--- src/rtl/core/ladrc_pkg.sv ---
// Package for the second-order linear ADRC step block.
// Holds the microcode, the operand and operation codes, and the control types.
// No dependencies.
`timescale 1ns / 1ps

package ladrc_pkg;

  localparam int W = 64;
  localparam int CFG_W = 41;
  localparam int IDX_W = 3;
  localparam int TMP_DEPTH = 16;
  localparam int PC_W = 7;

  localparam logic [W-1:0] S_MAX = 64'h7FFF_FFFF_FFFF_FFFF;
  localparam logic [W-1:0] S_MIN = 64'h8000_0000_0000_0000;

  // Configuration register indexes
  localparam logic [IDX_W-1:0] REG_STEP_PERIOD = 3'd0;
  localparam logic [IDX_W-1:0] REG_TRACK_SPEED = 3'd1;
  localparam logic [IDX_W-1:0] REG_PROP_GAIN   = 3'd2;
  localparam logic [IDX_W-1:0] REG_RATE_GAIN   = 3'd3;
  localparam logic [IDX_W-1:0] REG_PLANT_GAIN  = 3'd4;
  localparam logic [IDX_W-1:0] REG_POLE_FACTOR = 3'd5;
  localparam logic [IDX_W-1:0] REG_INT_GAIN    = 3'd6;
  localparam logic [IDX_W-1:0] REG_INT_WINDOW  = 3'd7;

  localparam logic [24:0] RST_STEP_PERIOD = 25'd16777;
  localparam logic [40:0] RST_TRACK_SPEED = 41'd30198988800;
  localparam logic [40:0] RST_PROP_GAIN   = 41'd100663296;
  localparam logic [40:0] RST_RATE_GAIN   = 41'd8388608;
  localparam logic [40:0] RST_PLANT_GAIN  = 41'd16777216;
  localparam logic [24:0] RST_POLE_FACTOR = 25'd8388608;
  localparam logic [40:0] RST_INT_GAIN    = 41'd0;
  localparam logic [40:0] RST_INT_WINDOW  = 41'd0;

  // Sample operation codes
  localparam logic [1:0] CMD_ANGLE = 2'd0;
  localparam logic [1:0] CMD_SPEED = 2'd1;
  localparam logic [1:0] CMD_CLEAR = 2'd2;
  localparam logic [1:0] CMD_HOLD  = 2'd3;

  // Operand / destination codes: temporaries below 32, named values from 32 up
  typedef logic [5:0] src_t;
  localparam src_t SRC_T0  = 6'd0;
  localparam src_t SRC_T1  = 6'd1;
  localparam src_t SRC_T2  = 6'd2;
  localparam src_t SRC_T3  = 6'd3;
  localparam src_t SRC_T4  = 6'd4;
  localparam src_t SRC_T5  = 6'd5;
  localparam src_t SRC_T6  = 6'd6;
  localparam src_t SRC_T7  = 6'd7;
  localparam src_t SRC_T8  = 6'd8;
  localparam src_t SRC_T9  = 6'd9;
  localparam src_t SRC_T10 = 6'd10;
  localparam src_t SRC_ZERO   = 6'd32;
  localparam src_t SRC_ONE    = 6'd33;
  localparam src_t SRC_TWO    = 6'd34;
  localparam src_t SRC_THREE  = 6'd35;
  localparam src_t SRC_FIVE   = 6'd36;
  localparam src_t SRC_H      = 6'd37;
  localparam src_t SRC_R      = 6'd38;
  localparam src_t SRC_KP     = 6'd39;
  localparam src_t SRC_KD     = 6'd40;
  localparam src_t SRC_B0     = 6'd41;
  localparam src_t SRC_BETA   = 6'd42;
  localparam src_t SRC_KI     = 6'd43;
  localparam src_t SRC_SP     = 6'd44;
  localparam src_t SRC_UD     = 6'd45;
  localparam src_t SRC_Y      = 6'd46;
  localparam src_t SRC_RATE   = 6'd47;
  localparam src_t SRC_TP     = 6'd48;
  localparam src_t SRC_TV     = 6'd49;
  localparam src_t SRC_ZP     = 6'd50;
  localparam src_t SRC_ZV     = 6'd51;
  localparam src_t SRC_ZD     = 6'd52;
  localparam src_t SRC_ISUM   = 6'd53;
  localparam src_t SRC_LRAW   = 6'd54;
  localparam src_t SRC_LDRIVE = 6'd55;

  typedef enum logic [2:0] {
    OP_ADD, OP_SUB, OP_MUL, OP_DIV, OP_HALF, OP_CMPW
  } alu_op_t;

  typedef enum logic [1:0] {
    COND_ALWAYS, COND_WIN, COND_NOWIN
  } cond_t;

  typedef struct packed {
    alu_op_t op;
    cond_t   cond;
    src_t    dst;
    src_t    a;
    src_t    b;
    logic    branch;
    logic    last;
  } uinstr_t;

  localparam logic [PC_W-1:0] PC_BRANCH    = 7'd50;
  localparam logic [PC_W-1:0] PC_ANGLE     = 7'd51;
  localparam logic [PC_W-1:0] PC_ANGLE_END = 7'd60;
  localparam logic [PC_W-1:0] PC_SPEED     = 7'd61;
  localparam logic [PC_W-1:0] PC_SPEED_END = 7'd65;

  typedef enum logic [2:0] {
    ST_IDLE, ST_DISPATCH, ST_FETCH, ST_LOAD, ST_RUN, ST_WRITE, ST_CLEAR, ST_OUT
  } ctrl_state_t;

  typedef struct packed {
    logic    take;
    logic    ld;
    logic    run;
    logic    wr;
    logic    clr_obs;
    uinstr_t ui;
  } cmd_t;

  typedef struct packed {
    logic       done;
    logic       win;
    logic [1:0] op;
  } stat_t;

  function automatic uinstr_t mk(alu_op_t op, src_t d, src_t a, src_t b);
    uinstr_t u;
    u.op = op;
    u.cond = COND_ALWAYS;
    u.dst = d;
    u.a = a;
    u.b = b;
    u.branch = 1'b0;
    u.last = 1'b0;
    return u;
  endfunction

  function automatic uinstr_t ucode(logic [PC_W-1:0] pc);
    uinstr_t u;
    case (pc)
      // tracking differentiator
      7'd0:  u = mk(OP_MUL, SRC_T0, SRC_R, SRC_R);
      7'd1:  u = mk(OP_SUB, SRC_T1, SRC_TP, SRC_SP);
      7'd2:  u = mk(OP_MUL, SRC_T1, SRC_T0, SRC_T1);
      7'd3:  u = mk(OP_SUB, SRC_T1, SRC_ZERO, SRC_T1);
      7'd4:  u = mk(OP_MUL, SRC_T2, SRC_R, SRC_TV);
      7'd5:  u = mk(OP_ADD, SRC_T2, SRC_T2, SRC_T2);
      7'd6:  u = mk(OP_SUB, SRC_T0, SRC_T1, SRC_T2);
      7'd7:  u = mk(OP_MUL, SRC_T3, SRC_TV, SRC_H);
      7'd8:  u = mk(OP_ADD, SRC_TP, SRC_TP, SRC_T3);
      7'd9:  u = mk(OP_MUL, SRC_T1, SRC_T0, SRC_H);
      7'd10: u = mk(OP_ADD, SRC_TV, SRC_TV, SRC_T1);
      // observer coefficients
      7'd11: u = mk(OP_MUL, SRC_T0, SRC_H, SRC_H);
      7'd12: u = mk(OP_SUB, SRC_T1, SRC_BETA, SRC_ONE);
      7'd13: u = mk(OP_MUL, SRC_T2, SRC_T1, SRC_T1);
      7'd14: u = mk(OP_ADD, SRC_T3, SRC_BETA, SRC_FIVE);
      7'd15: u = mk(OP_MUL, SRC_T3, SRC_T2, SRC_T3);
      7'd16: u = mk(OP_MUL, SRC_T4, SRC_T2, SRC_T1);
      7'd17: u = mk(OP_SUB, SRC_T5, SRC_Y, SRC_ZP);
      // observer position
      7'd18: u = mk(OP_MUL, SRC_T6, SRC_H, SRC_ZV);
      7'd19: u = mk(OP_MUL, SRC_T7, SRC_T0, SRC_ZD);
      7'd20: u = mk(OP_HALF, SRC_T7, SRC_T7, SRC_ZERO);
      7'd21: u = mk(OP_ADD, SRC_T6, SRC_T6, SRC_T7);
      7'd22: u = mk(OP_ADD, SRC_T7, SRC_BETA, SRC_BETA);
      7'd23: u = mk(OP_ADD, SRC_T7, SRC_T7, SRC_BETA);
      7'd24: u = mk(OP_SUB, SRC_T7, SRC_T7, SRC_TWO);
      7'd25: u = mk(OP_MUL, SRC_T7, SRC_T7, SRC_ZP);
      7'd26: u = mk(OP_ADD, SRC_T6, SRC_T6, SRC_T7);
      7'd27: u = mk(OP_ADD, SRC_T7, SRC_BETA, SRC_BETA);
      7'd28: u = mk(OP_ADD, SRC_T7, SRC_T7, SRC_BETA);
      7'd29: u = mk(OP_SUB, SRC_T7, SRC_T7, SRC_THREE);
      7'd30: u = mk(OP_MUL, SRC_T7, SRC_T7, SRC_Y);
      7'd31: u = mk(OP_SUB, SRC_T6, SRC_T6, SRC_T7);
      7'd32: u = mk(OP_MUL, SRC_T7, SRC_B0, SRC_T0);
      7'd33: u = mk(OP_MUL, SRC_T7, SRC_T7, SRC_UD);
      7'd34: u = mk(OP_HALF, SRC_T7, SRC_T7, SRC_ZERO);
      7'd35: u = mk(OP_ADD, SRC_T6, SRC_T6, SRC_T7);
      // observer velocity
      7'd36: u = mk(OP_MUL, SRC_T8, SRC_H, SRC_ZD);
      7'd37: u = mk(OP_ADD, SRC_T8, SRC_ZV, SRC_T8);
      7'd38: u = mk(OP_MUL, SRC_T9, SRC_B0, SRC_H);
      7'd39: u = mk(OP_MUL, SRC_T9, SRC_T9, SRC_UD);
      7'd40: u = mk(OP_ADD, SRC_T8, SRC_T8, SRC_T9);
      7'd41: u = mk(OP_MUL, SRC_T9, SRC_T5, SRC_T3);
      7'd42: u = mk(OP_ADD, SRC_T10, SRC_H, SRC_H);
      7'd43: u = mk(OP_DIV, SRC_T9, SRC_T9, SRC_T10);
      7'd44: u = mk(OP_ADD, SRC_T8, SRC_T8, SRC_T9);
      // observer disturbance and commit
      7'd45: u = mk(OP_MUL, SRC_T9, SRC_T5, SRC_T4);
      7'd46: u = mk(OP_DIV, SRC_T9, SRC_T9, SRC_T0);
      7'd47: u = mk(OP_SUB, SRC_ZD, SRC_ZD, SRC_T9);
      7'd48: u = mk(OP_ADD, SRC_ZP, SRC_T6, SRC_ZERO);
      7'd49: u = mk(OP_ADD, SRC_ZV, SRC_T8, SRC_ZERO);
      7'd50: u = mk(OP_SUB, SRC_T0, SRC_TP, SRC_Y);
      // angle law
      7'd51: u = mk(OP_MUL, SRC_T1, SRC_KP, SRC_T0);
      7'd52: u = mk(OP_MUL, SRC_T2, SRC_KD, SRC_RATE);
      7'd53: u = mk(OP_SUB, SRC_LRAW, SRC_T1, SRC_T2);
      7'd54: u = mk(OP_DIV, SRC_T3, SRC_ZD, SRC_B0);
      7'd55: u = mk(OP_SUB, SRC_T3, SRC_LRAW, SRC_T3);
      7'd56: u = mk(OP_CMPW, SRC_ZERO, SRC_T0, SRC_ZERO);
      7'd57: u = mk(OP_MUL, SRC_T4, SRC_KI, SRC_T0);
      7'd58: u = mk(OP_ADD, SRC_ISUM, SRC_ISUM, SRC_T4);
      7'd59: u = mk(OP_ADD, SRC_ISUM, SRC_ZERO, SRC_ZERO);
      7'd60: u = mk(OP_ADD, SRC_LDRIVE, SRC_T3, SRC_ISUM);
      // speed law
      7'd61: u = mk(OP_MUL, SRC_T1, SRC_KP, SRC_T0);
      7'd62: u = mk(OP_MUL, SRC_T2, SRC_KD, SRC_ZV);
      7'd63: u = mk(OP_SUB, SRC_LRAW, SRC_T1, SRC_T2);
      7'd64: u = mk(OP_SUB, SRC_T3, SRC_LRAW, SRC_ZD);
      7'd65: u = mk(OP_DIV, SRC_LDRIVE, SRC_T3, SRC_B0);
      default: u = mk(OP_CMPW, SRC_ZERO, SRC_ZERO, SRC_ZERO);
    endcase
    if (pc == 7'd57 || pc == 7'd58) u.cond = COND_WIN;
    if (pc == 7'd59) u.cond = COND_NOWIN;
    if (pc == PC_BRANCH) u.branch = 1'b1;
    if (pc == PC_ANGLE_END || pc == PC_SPEED_END || pc > PC_SPEED_END) u.last = 1'b1;
    return u;
  endfunction

endpackage

--- src/rtl/core/ladrc_ctrl.sv ---
// Sequencer of the ADRC step block: walks the microcode and runs the handshakes.
// Depends on ladrc_pkg.
`timescale 1ns / 1ps

module ladrc_ctrl (
  input  logic             clk,
  input  logic             rst,
  input  logic             in_valid,
  output logic             in_ready,
  output logic             out_valid,
  input  logic             out_ready,
  input  ladrc_pkg::stat_t stat,
  output ladrc_pkg::cmd_t  cmd
);
  import ladrc_pkg::*;

  ctrl_state_t     state, state_next;
  logic [PC_W-1:0] pc, pc_next;
  uinstr_t         ui;
  logic            skip;

  assign ui   = ucode(pc);
  assign skip = (ui.cond == COND_WIN && !stat.win) || (ui.cond == COND_NOWIN && stat.win);

  always_ff @(posedge clk) begin
    if (rst) begin
      state <= ST_IDLE;
      pc    <= '0;
    end else begin
      state <= state_next;
      pc    <= pc_next;
    end
  end

  always_comb begin
    state_next = state;
    pc_next    = pc;
    unique case (state)
      ST_IDLE: begin
        pc_next = '0;
        if (in_valid) state_next = ST_DISPATCH;
      end
      ST_DISPATCH: begin
        unique case (stat.op)
          CMD_ANGLE, CMD_SPEED: state_next = ST_FETCH;
          CMD_CLEAR:            state_next = ST_CLEAR;
          CMD_HOLD:             state_next = ST_OUT;
        endcase
      end
      ST_FETCH: begin
        if (skip) pc_next = pc + 7'd1;
        else state_next = ST_LOAD;
      end
      ST_LOAD: state_next = ST_RUN;
      ST_RUN: begin
        if (stat.done) state_next = ST_WRITE;
      end
      ST_WRITE: begin
        if (ui.branch) begin
          pc_next    = (stat.op == CMD_ANGLE) ? PC_ANGLE : PC_SPEED;
          state_next = ST_FETCH;
        end else if (ui.last) begin
          state_next = ST_OUT;
        end else begin
          pc_next    = pc + 7'd1;
          state_next = ST_FETCH;
        end
      end
      ST_CLEAR: state_next = ST_OUT;
      ST_OUT: begin
        if (out_ready) state_next = ST_IDLE;
      end
    endcase
  end

  always_comb begin
    cmd       = '0;
    cmd.ui    = ui;
    in_ready  = 1'b0;
    out_valid = 1'b0;
    unique case (state)
      ST_IDLE: begin
        in_ready = 1'b1;
        cmd.take = in_valid;
      end
      ST_DISPATCH, ST_FETCH: ;
      ST_LOAD:  cmd.ld = 1'b1;
      ST_RUN:   cmd.run = 1'b1;
      ST_WRITE: cmd.wr = 1'b1;
      ST_CLEAR: cmd.clr_obs = 1'b1;
      ST_OUT:   out_valid = 1'b1;
    endcase
  end

endmodule

--- config.mk ---
export PLATFORM = sky130hd
export DESIGN_NAME = ladrc_ctrl
export DESIGN_NICKNAME = d
export VERILOG_FILES = /design/src/rtl/core/ladrc_pkg.sv /design/src/rtl/core/ladrc_ctrl.sv
export SDC_FILE = /design/constraint.sdc
export NUM_CORES = 1
export LEC_CHECK = 0
export ABC_AREA = 1
export BUFFER_PORTS_ARGS = -buffer_cell sky130_fd_sc_hd__buf_2
export CAP_MARGIN = 20
export CORE_ASPECT_RATIO = 0.8
export CORE_MARGIN = 5
export CORE_UTILIZATION = 60
export DETAILED_ROUTE_END_ITERATION = 10
export PLACE_DENSITY = 0.86
export SLEW_MARGIN = 20
export SYNTH_ARGS = -nofsm -noshare
export SYNTH_HDL_FRONTEND = slang
export SYNTH_SLANG_ARGS = --single-unit
--- constraint.sdc ---
create_clock -name clk -period 6.2 [get_ports clk]
set_input_delay 1.86 -clock clk [delete_from_list [all_inputs] [get_ports clk]]
set_output_delay 1.86 -clock clk [all_outputs]
set_load 0.03 [all_outputs]
==> impl_metrics.ini, run 1 <==
[status]
outcome = finished, final reports clean

[cts]
clockBufferDepth = 2
cts_buffers = 5
cts.sinks = 31
clk_latency_ns = 0.31
clk_transition_reported_paths_ns = 0.07
tritoncts = done
cts_resized = 0
ctsRootBufferMaster = clkbuf_8
h-tree-depth = 2
cts_hold_buf = 0
cts_setup_buffers = 0

[placement]
hpwl_mm = 8.90
place.gp.congestion = 1.13
io_buffers = 39

[setup_path]
reg2reg_to = cmd[13]
critical_path.startpoint_type = input port
slowest_stage = inv_1
cp_max_fo = 22
cp_cell_sequence = buf_2, inv_1, nand3_2, ha_1, inv_1, nor2_1, nor2_1, nand2_1, nand2_1, nor2_1, nand3_1, nor2_1, nor2_1
rr_worst_depth = 20
reg2reg_slack_ns = 2.50
worst_setup_path_end_kind = flip-flop
r2r-start = pc[1]
crit_required_ns = 6.40
worstSetupPathType = input port to flip-flop
crit_path_frequent_cell = nor2_1
worstPathArrival_ns = 4.57
crit_path_max_incr_delay_ns = 0.68

[min_path]
hold_path.startpoint = state[0]
hold_class = flip-flop to flip-flop
worstHoldEndpoint = state[1]
hold_depth = 2

[timing]
rsz0062_at_grt = no
hold_viol_final = 0
slew_violations = 0
max_slew_margin = 0.368
max_freq_ghz = 0.229
period_minus_slack_ns = 4.37
clock_skew_ns = 0.00813
setup_violations = 0
tightest_slew_ns = 0.945
setup_tns_ns = 0
final.period_utilization = 0.704

[routing]
final_antenna_net_count = 0
wire_per_inst_um = 17.4
num_vias = 4218
drt_iter0_markers = 1042
viasPerCell = 6.06
wirelength_mm = 12.1
drc_errors = 0
dr.pass1.iters = 8

[pwr]
total_power_w = 0.00194
leakagePower_nw = 2.04
powerDensity_nw_per_um2 = 534
peakVddDrop_uv = 253

[global_routing]
antenna_found_initial = 0
grt_pass1_vias = 3886
grt_pass1_wl_mm = 19.7
grtUsageTotal = 0.344
grt_max_degree = 44
grt-ovfl-total = 0

[floorplan]
die_w_um = 93.7
core_um2 = 5440
die_area_um2 = 7200
die_h_um = 76.9
ioPinCount = 40
std_cell_rows = 24
start_util = 0.618

[cells_and_area]
nets = 639
layout_commonest_cell = nand2_1
area_delta_synth_final_pct = 8.42
num_antenna_cells = 0
mostFrequentLayoutCells = nand2_1 (247), nand3_1 (55), nor2_1 (45), inv_1 (40), buf_2 (39)
drive_above_1_share = 0.160

[yosys]
synth_area_um2 = 3360
seq_area_frac_synth = 0.185
ys_types = 32
syn_area_per_cell_um2 = 5.69
syn-instance-count = 590
syn_nets = 612
ys_ff_latch = 31
yosysWarningCount = 0

[job]
drv_cap = 0
metrics by stage:
stage                     instances  hold slack (ns)  cell area [um2]  utilization  setup slack [ns]
after CTS                       696            0.576             3640        0.670              1.97
after global routing            696            0.631             3640        0.670              1.61
final                           696            0.574             3640        0.670              1.83
after detailed placement        688            0.563             3520        0.648              1.67
after floorplan                 590            0.519             3360            -              2.04
after global placement          688            0.564             3520        0.648              1.59
how the worst max path moves through the flow:
stage | start | end | slack [ns]
5_1_grt | rst | cmd[16] | 1.61
3_3_place_gp | rst | cmd[13] | 1.59
2_1_floorplan | in_valid | cmd[29] | 2.04
6_report | rst | cmd[13] | 1.83
4_1_cts | rst | cmd[23] | 1.97
3_5_place_dp | rst | cmd[23] | 1.67
synth_stat cells:
cell type | number | area (um2)
o21a_1 | 1 | 7.51
inv_2 | 11 | 41.3
nand3_2 | 12 | 120
buf_6 | 4 | 45.0
nor2_2 | 9 | 56.3
nand4_1 | 13 | 81.3
nand2_2 | 9 | 56.3
dfxtp_1 | 31 | 621
o21ai_0 | 13 | 65.1
o21ai_1 | 13 | 65.1
nand2_1 | 247 | 927
clkbuf_1 | 2 | 7.51
ha_1 | 14 | 175
nand3_1 | 55 | 275
or2_1 | 1 | 6.26
and2_1 | 1 | 6.26
inv_1 | 40 | 150
a2111oi_0 | 2 | 17.5
nand3_4 | 4 | 70.1
nor4_1 | 1 | 6.26
nor2_4 | 5 | 56.3
buf_2 | 9 | 45.0
o2111ai_1 | 1 | 8.76
xor2_1 | 1 | 8.76
o211ai_1 | 5 | 37.5
buf_4 | 6 | 45.0
a31oi_1 | 4 | 25.0
a211oi_1 | 2 | 15.0
nor3_1 | 7 | 35.0
o311ai_1 | 1 | 8.76
nor2_1 | 45 | 169
a21oi_1 | 21 | 105
cells by family (layout without fill, tap and decap cells):
| logic type | after synthesis | count (layout) | share of synthesized area |
|---|---|---|---|
| AOI/OAI and AO/OA | 63 | 63 | 0.106 |
| xor gates and xnor gates | 1 | 1 | 0.00261 |
| adders and majority gates | 14 | 14 | 0.0521 |
| buffers and inverters | 72 | 100 | 0.0994 |
| DFF | 31 | 31 | 0.185 |
| and+or+nand+nor | 409 | 409 | 0.555 |
per-layer routing:
layer  part of all wire  vias to the layer above  GRT usage
met5                  0                        -          0
li1                   -                     1959          -
met3               0.17                       82      0.139
met1               0.40                     1819      0.486
met2               0.39                      358      0.461
met4              0.048                        0      0.127
flip-flops by register name (all words and copies together) (netlist names):
name / flops
cmd: 21
state: 3
pc: 7
power by group:
| part | internal (W) | switching (W) | total [W] |
|---|---|---|---|
| sequential | 0.000280 | 0.0000532 | 0.000333 |
| combinational | 0.000376 | 0.00102 | 0.00139 |
| clock | 0.000130 | 0.0000898 | 0.000220 |
final cells by class:
| cell class | instances | area [um2] |
|---|---|---|
| well taps | 78 | 97.6 |
| fillers | 490 | 1790 |
| multi-input cells | 487 | 2400 |
| inverters | 51 | 191 |
| clock buffers | 6 | 82.6 |
| clock inverters | 2 | 35.0 |
| flip-flops and latches | 31 | 621 |
| repair buffers | 41 | 210 |
critical path, delay by kind of cell:
kind | cells | cell delay, ns
buffers and inverters | 3 | 0.95
adder cells (fa/ha/maj) | 1 | 0.49
AND/OR/NAND/NOR | 9 | 1.28
Note: power is estimated with default switching activity, not from simulation.
==> run 2, diff against run 1 <==
Settings changed: CORE_UTILIZATION 60 to 54, PLACE_DENSITY 0.86 to 0.82.
Clock period 6.2 ns to 3.8 ns, I/O delays scaled along.
==> impl_metrics.ini, run 2 (synthesized netlist as in run 1, its figures left out) <==
[setup_path]
cp_max_fo = 13
slowest_stage = ha_1
cp_cell_sequence = inv_1, ha_1, nand3_1, nor2_1, nor2_1, nand2_1, nand2_2, nand3_4, nand2_2, nand3_2, ha_1, inv_1, nand2_1, a21oi_1, o21ai_0, nand3_1, and2_1
path_delay_family = simple AND/OR/NAND/NOR gates
worst_setup_path_end_kind = flip-flop
crit_path_max_incr_delay_ns = 0.44
cp.buffers_inverters = 2
critical_path.startpoint_type = flip-flop
worstSetupPathType = flip-flop to flip-flop
crit_required_ns = 3.98
worstPathArrival_ns = 3.73

[pwr]
powerDensity_nw_per_um2 = 870
peakVddDrop_uv = 406
leakagePower_nw = 2.08

[cts]
cts_resized = 0
cts_hold_buf = 0
clk_latency_ns = 0.29
tritoncts = done
cts_setup_buffers = 0
ctsRootBufferMaster = clkbuf_8
clk_transition_reported_paths_ns = 0.07
clockBufferDepth = 2
cts_buffers = 5
h-tree-depth = 2
cts.sinks = 31

[cells_and_area]
seq_area_um2 = 622
final_area_um2 = 3720
drive_above_1_share = 0.174
mostFrequentLayoutCells = nand2_1 (246), nand3_1 (55), nor2_1 (44), inv_1 (40), buf_2 (39)
fillers = 601
area_delta_synth_final_pct = 10.7
layout_commonest_cell = nand2_1
largest_reg_flops = 21
num_antenna_cells = 0
nets = 646
multi_input_area_um2 = 2410

[placement]
place.gp.congestion = 1.09
io_buffers = 39
hpwl_mm = 9.78
post_dp_cell_area_um2 = 3590

[global_routing]
grt-ovfl-total = 0
antenna_found_initial = 0
grt_pass1_wl_mm = 20.5
grt_max_degree = 44
grtUsageTotal = 0.328
grt_pass1_vias = 3892

[status]
outcome = finished, final reports clean

[timing]
setup_tns_ns = 0
tightest_slew_ns = 0.488
period_minus_slack_ns = 3.54
final.period_utilization = 0.932
clock_skew_ns = 0.00705
max_freq_ghz = 0.282
slew_violations = 0
setup_violations = 0
rsz0062_at_grt = no
hold_viol_final = 0
max_slew_margin = 0.666

[floorplan]
std_cell_rows = 25
ioPinCount = 40
die_area_um2 = 7910
die_h_um = 80.5
start_util = 0.562
core_um2 = 5970
die_w_um = 98.2

[job]
drv_cap = 0

[routing]
wl_met2_mm = 4.94
wirelength_mm = 12.8
wl_met1_mm = 5.21
dr.pass1.iters = 6
num_vias = 4283
final_antenna_net_count = 0
wire_per_inst_um = 18.1
viasPerCell = 6.07
drc_errors = 0
top_layer = met4
drt_iter0_markers = 839
wl_met3_mm = 2.22

[min_path]
hold_class = flip-flop to flip-flop
-- run 2: cell count changes in the layout (fill, tap and decap cells not counted), sizes merged --
cell	before	now
buf	41	48
-- run 2: per-layer routing --
metal | vias to the layer above | track usage
met5 | - | 0
met4 | 0 | 0.130
met3 | 50 | 0.149
met2 | 372 | 0.445
met1 | 1884 | 0.444
li1 | 1977 | -
-- run 2: final cells by class --
cell class	instances	area share
tap	81	0.0273
clock buffer	6	0.0222
clock inverter	2	0.00942
timing repair buffer	48	0.0740
inverter	51	0.0515
sequential	31	0.167
multi-input combinational	487	0.648
-- run 2: path summary, 6_finish.rpt --
kind | startpoint | to | slack (ns) | cells after the start
worst max-delay path | pc[1] | cmd[11] | 0.26 | 17
worst min-delay path | state[0] | state[0] | 0.59 | 2
worst max register to register | pc[1] | cmd[11] | 0.26 | 17
worst min register to register | state[0] | state[0] | 0.59 | 2
-- run 2: worst reg2reg max path, stage by stage (launching register included) --
cell and delay (ns):
dfxtp_2 0.41, inv_1 0.16, ha_1 0.26, nand3_1 0.09, nor2_1 0.05, nor2_1 0.25
nand2_1 0.13, nand2_2 0.15, nand3_4 0.19, nand2_2 0.15, nand3_2 0.20, ha_1 0.44
inv_1 0.14, nand2_1 0.22, a21oi_1 0.13, o21ai_0 0.23, nand3_1 0.10, and2_1 0.15
-- run 2: per-stage QoR --
stage	worst slack, ns	std cells	utilization	hold WS [ns]	total power [W]
floorplan	0.789	590	-	0.519	0.00222
global placement	0.316	698	0.601	0.547	0.00278
detailed placement	0.287	698	0.601	0.575	0.00277
CTS	0.327	706	0.621	0.584	0.00312
global route	0.137	706	0.622	0.611	0.00346
finish	0.258	706	0.622	0.587	0.00323
-- run 2: report_power, final --
| part | total, W | switching, W | internal (W) | leakage, nW |
|---|---|---|---|---|
| Combinational | 0.00235 | 0.00170 | 0.000646 | 1.76 |
| Clock | 0.000351 | 0.000139 | 0.000212 | 0.0612 |
| Sequential | 0.000535 | 0.0000779 | 0.000457 | 0.257 |
==> run 3, diff against run 2 <==
Settings changed: CORE_ASPECT_RATIO 0.8 to 0.5.
==> impl_metrics.ini, run 3 (synthesized netlist as in run 1, its figures left out) <==
[status]
outcome = finished, final reports clean

[setup_path]
rr_worst_depth = 19
crit_required_ns = 3.97
worstSetupPathType = flip-flop to flip-flop
critical_path.startpoint_type = flip-flop
cp_cell_sequence = inv_1, ha_1, nand3_1, nor2_1, nor2_1, nand2_1, nand2_2, nand3_4, nand2_2, nand2_1, nor2_2, ha_1, nand2_1, nand2_1, nand2_1, a31oi_1, nor2_1, nand2_1, nand2_1
slowest_stage = dfxtp_1
cp_max_fo = 13
worstPathArrival_ns = 3.58
crit_path_frequent_cell = nand2_1
worst_setup_path_end_kind = flip-flop
crit_path_max_incr_delay_ns = 0.47

[cells_and_area]
final_area_um2 = 3780
drive_above_1_share = 0.175
fillers = 615
layout_commonest_cell = nand2_1
area_delta_synth_final_pct = 12.6
num_antenna_cells = 0
largest_reg_flops = 21
post-route-util = 0.625
nets = 651
mostFrequentLayoutCells = nand2_1 (247), nand3_1 (55), nor2_1 (45), inv_1 (40), buf_2 (39)
fin_cells = 717

[timing]
max_freq_ghz = 0.294
max_slew_margin = 0.613
hold_viol_final = 0
setup_slack_ns = 0.393
setup_violations = 0
slew_violations = 0
rsz0062_at_grt = no
tightest_slew_ns = 0.579
final.period_utilization = 0.897
setup_tns_ns = 0
period_minus_slack_ns = 3.41
clock_skew_ns = 0.00838

[cts]
cts_setup_buffers = 0
cts_buffers = 5
ctsRootBufferMaster = clkbuf_16
clk_transition_reported_paths_ns = 0.05
tritoncts = done
clockBufferDepth = 2
cts_hold_buf = 0
cts.sinks = 31
h-tree-depth = 2
clk_latency_ns = 0.29
cts_resized = 0

[routing]
final_antenna_net_count = 0
num_vias = 4251
viasPerCell = 5.93
wire_per_inst_um = 17.1
drt_iter0_markers = 819
wirelength_mm = 12.3
dr.pass1.iters = 6
drc_errors = 0

[global_routing]
grt_pass1_wl_mm = 19.0
antenna_found_initial = 0
grt_use_met1 = 0.403
grt_pass1_vias = 3764
grt_max_degree = 27
gr-usage-met2 = 0.465
grtUsageTotal = 0.304
busiest_layer = met2
grt-ovfl-total = 0
grt_use_met3 = 0.0974

[min_path]
hold_depth = 2
hold_class = flip-flop to flip-flop

[placement]
hpwl_mm = 9.30
placed_cells = 710
post_dp_cell_area_um2 = 3640
io_buffers = 39
dp_slack_ns = 0.320
place.gp.congestion = 1.10

[pwr]
powerDensity_nw_per_um2 = 863
leakagePower_nw = 2.11
peakVddDrop_uv = 376

[floorplan]
ioPinCount = 40
die_h_um = 65.8
die_area_um2 = 7990
core_um2 = 6060
start_util = 0.555
std_cell_rows = 20
die_w_um = 122

[job]
drv_cap = 0
-- run 3: cell type report --
class                      count  area, um2  share of cell area
tap                           88        110              0.0291
clock inverter                 1       5.00             0.00132
timing repair buffer          53        313              0.0827
clock buffer                   6        139              0.0367
inverter                      51        191              0.0506
sequential                    31        621               0.164
multi-input combinational    487       2400               0.636
-- run 3: worst paths after layout --
path / slack, ns / from / to
min reg2reg: 0.56 / state[0] / state[1]
max reg2reg: 0.39 / pc[0] / cmd[10]
min: 0.56 / state[0] / state[1]
max: 0.39 / pc[0] / cmd[10]
-- run 3: layer usage --
layer  vias to the layer above  share of wire
met2                       359           0.41
met3                        63           0.15
met5                         -              0
li1                       1981              -
met1                      1848           0.41
met4                         0          0.033
-- run 3: power breakdown --
group	switching, W	internal, W
Clock	0.000149	0.000255
Sequential	0.0000858	0.000458
Combinational	0.00166	0.000658
Total	0.00189	0.00137
-- run 3: worst max-delay path, delay by kind of cell, from the launching register on --
family / cells / cell delay, ns
buf+inv: 1 / 0.18
compound gates: 1 / 0.25
fa+ha+maj: 2 / 0.51
simple gates: 15 / 1.89
flops: 1 / 0.47
-- run 3: per-stage QoR --
step                      power, W  hold WS, ns
after floorplan            0.00222        0.519
after global placement     0.00280        0.548
after detailed placement   0.00278        0.554
after CTS                  0.00319        0.562
after global routing       0.00348        0.600
final                      0.00327        0.561
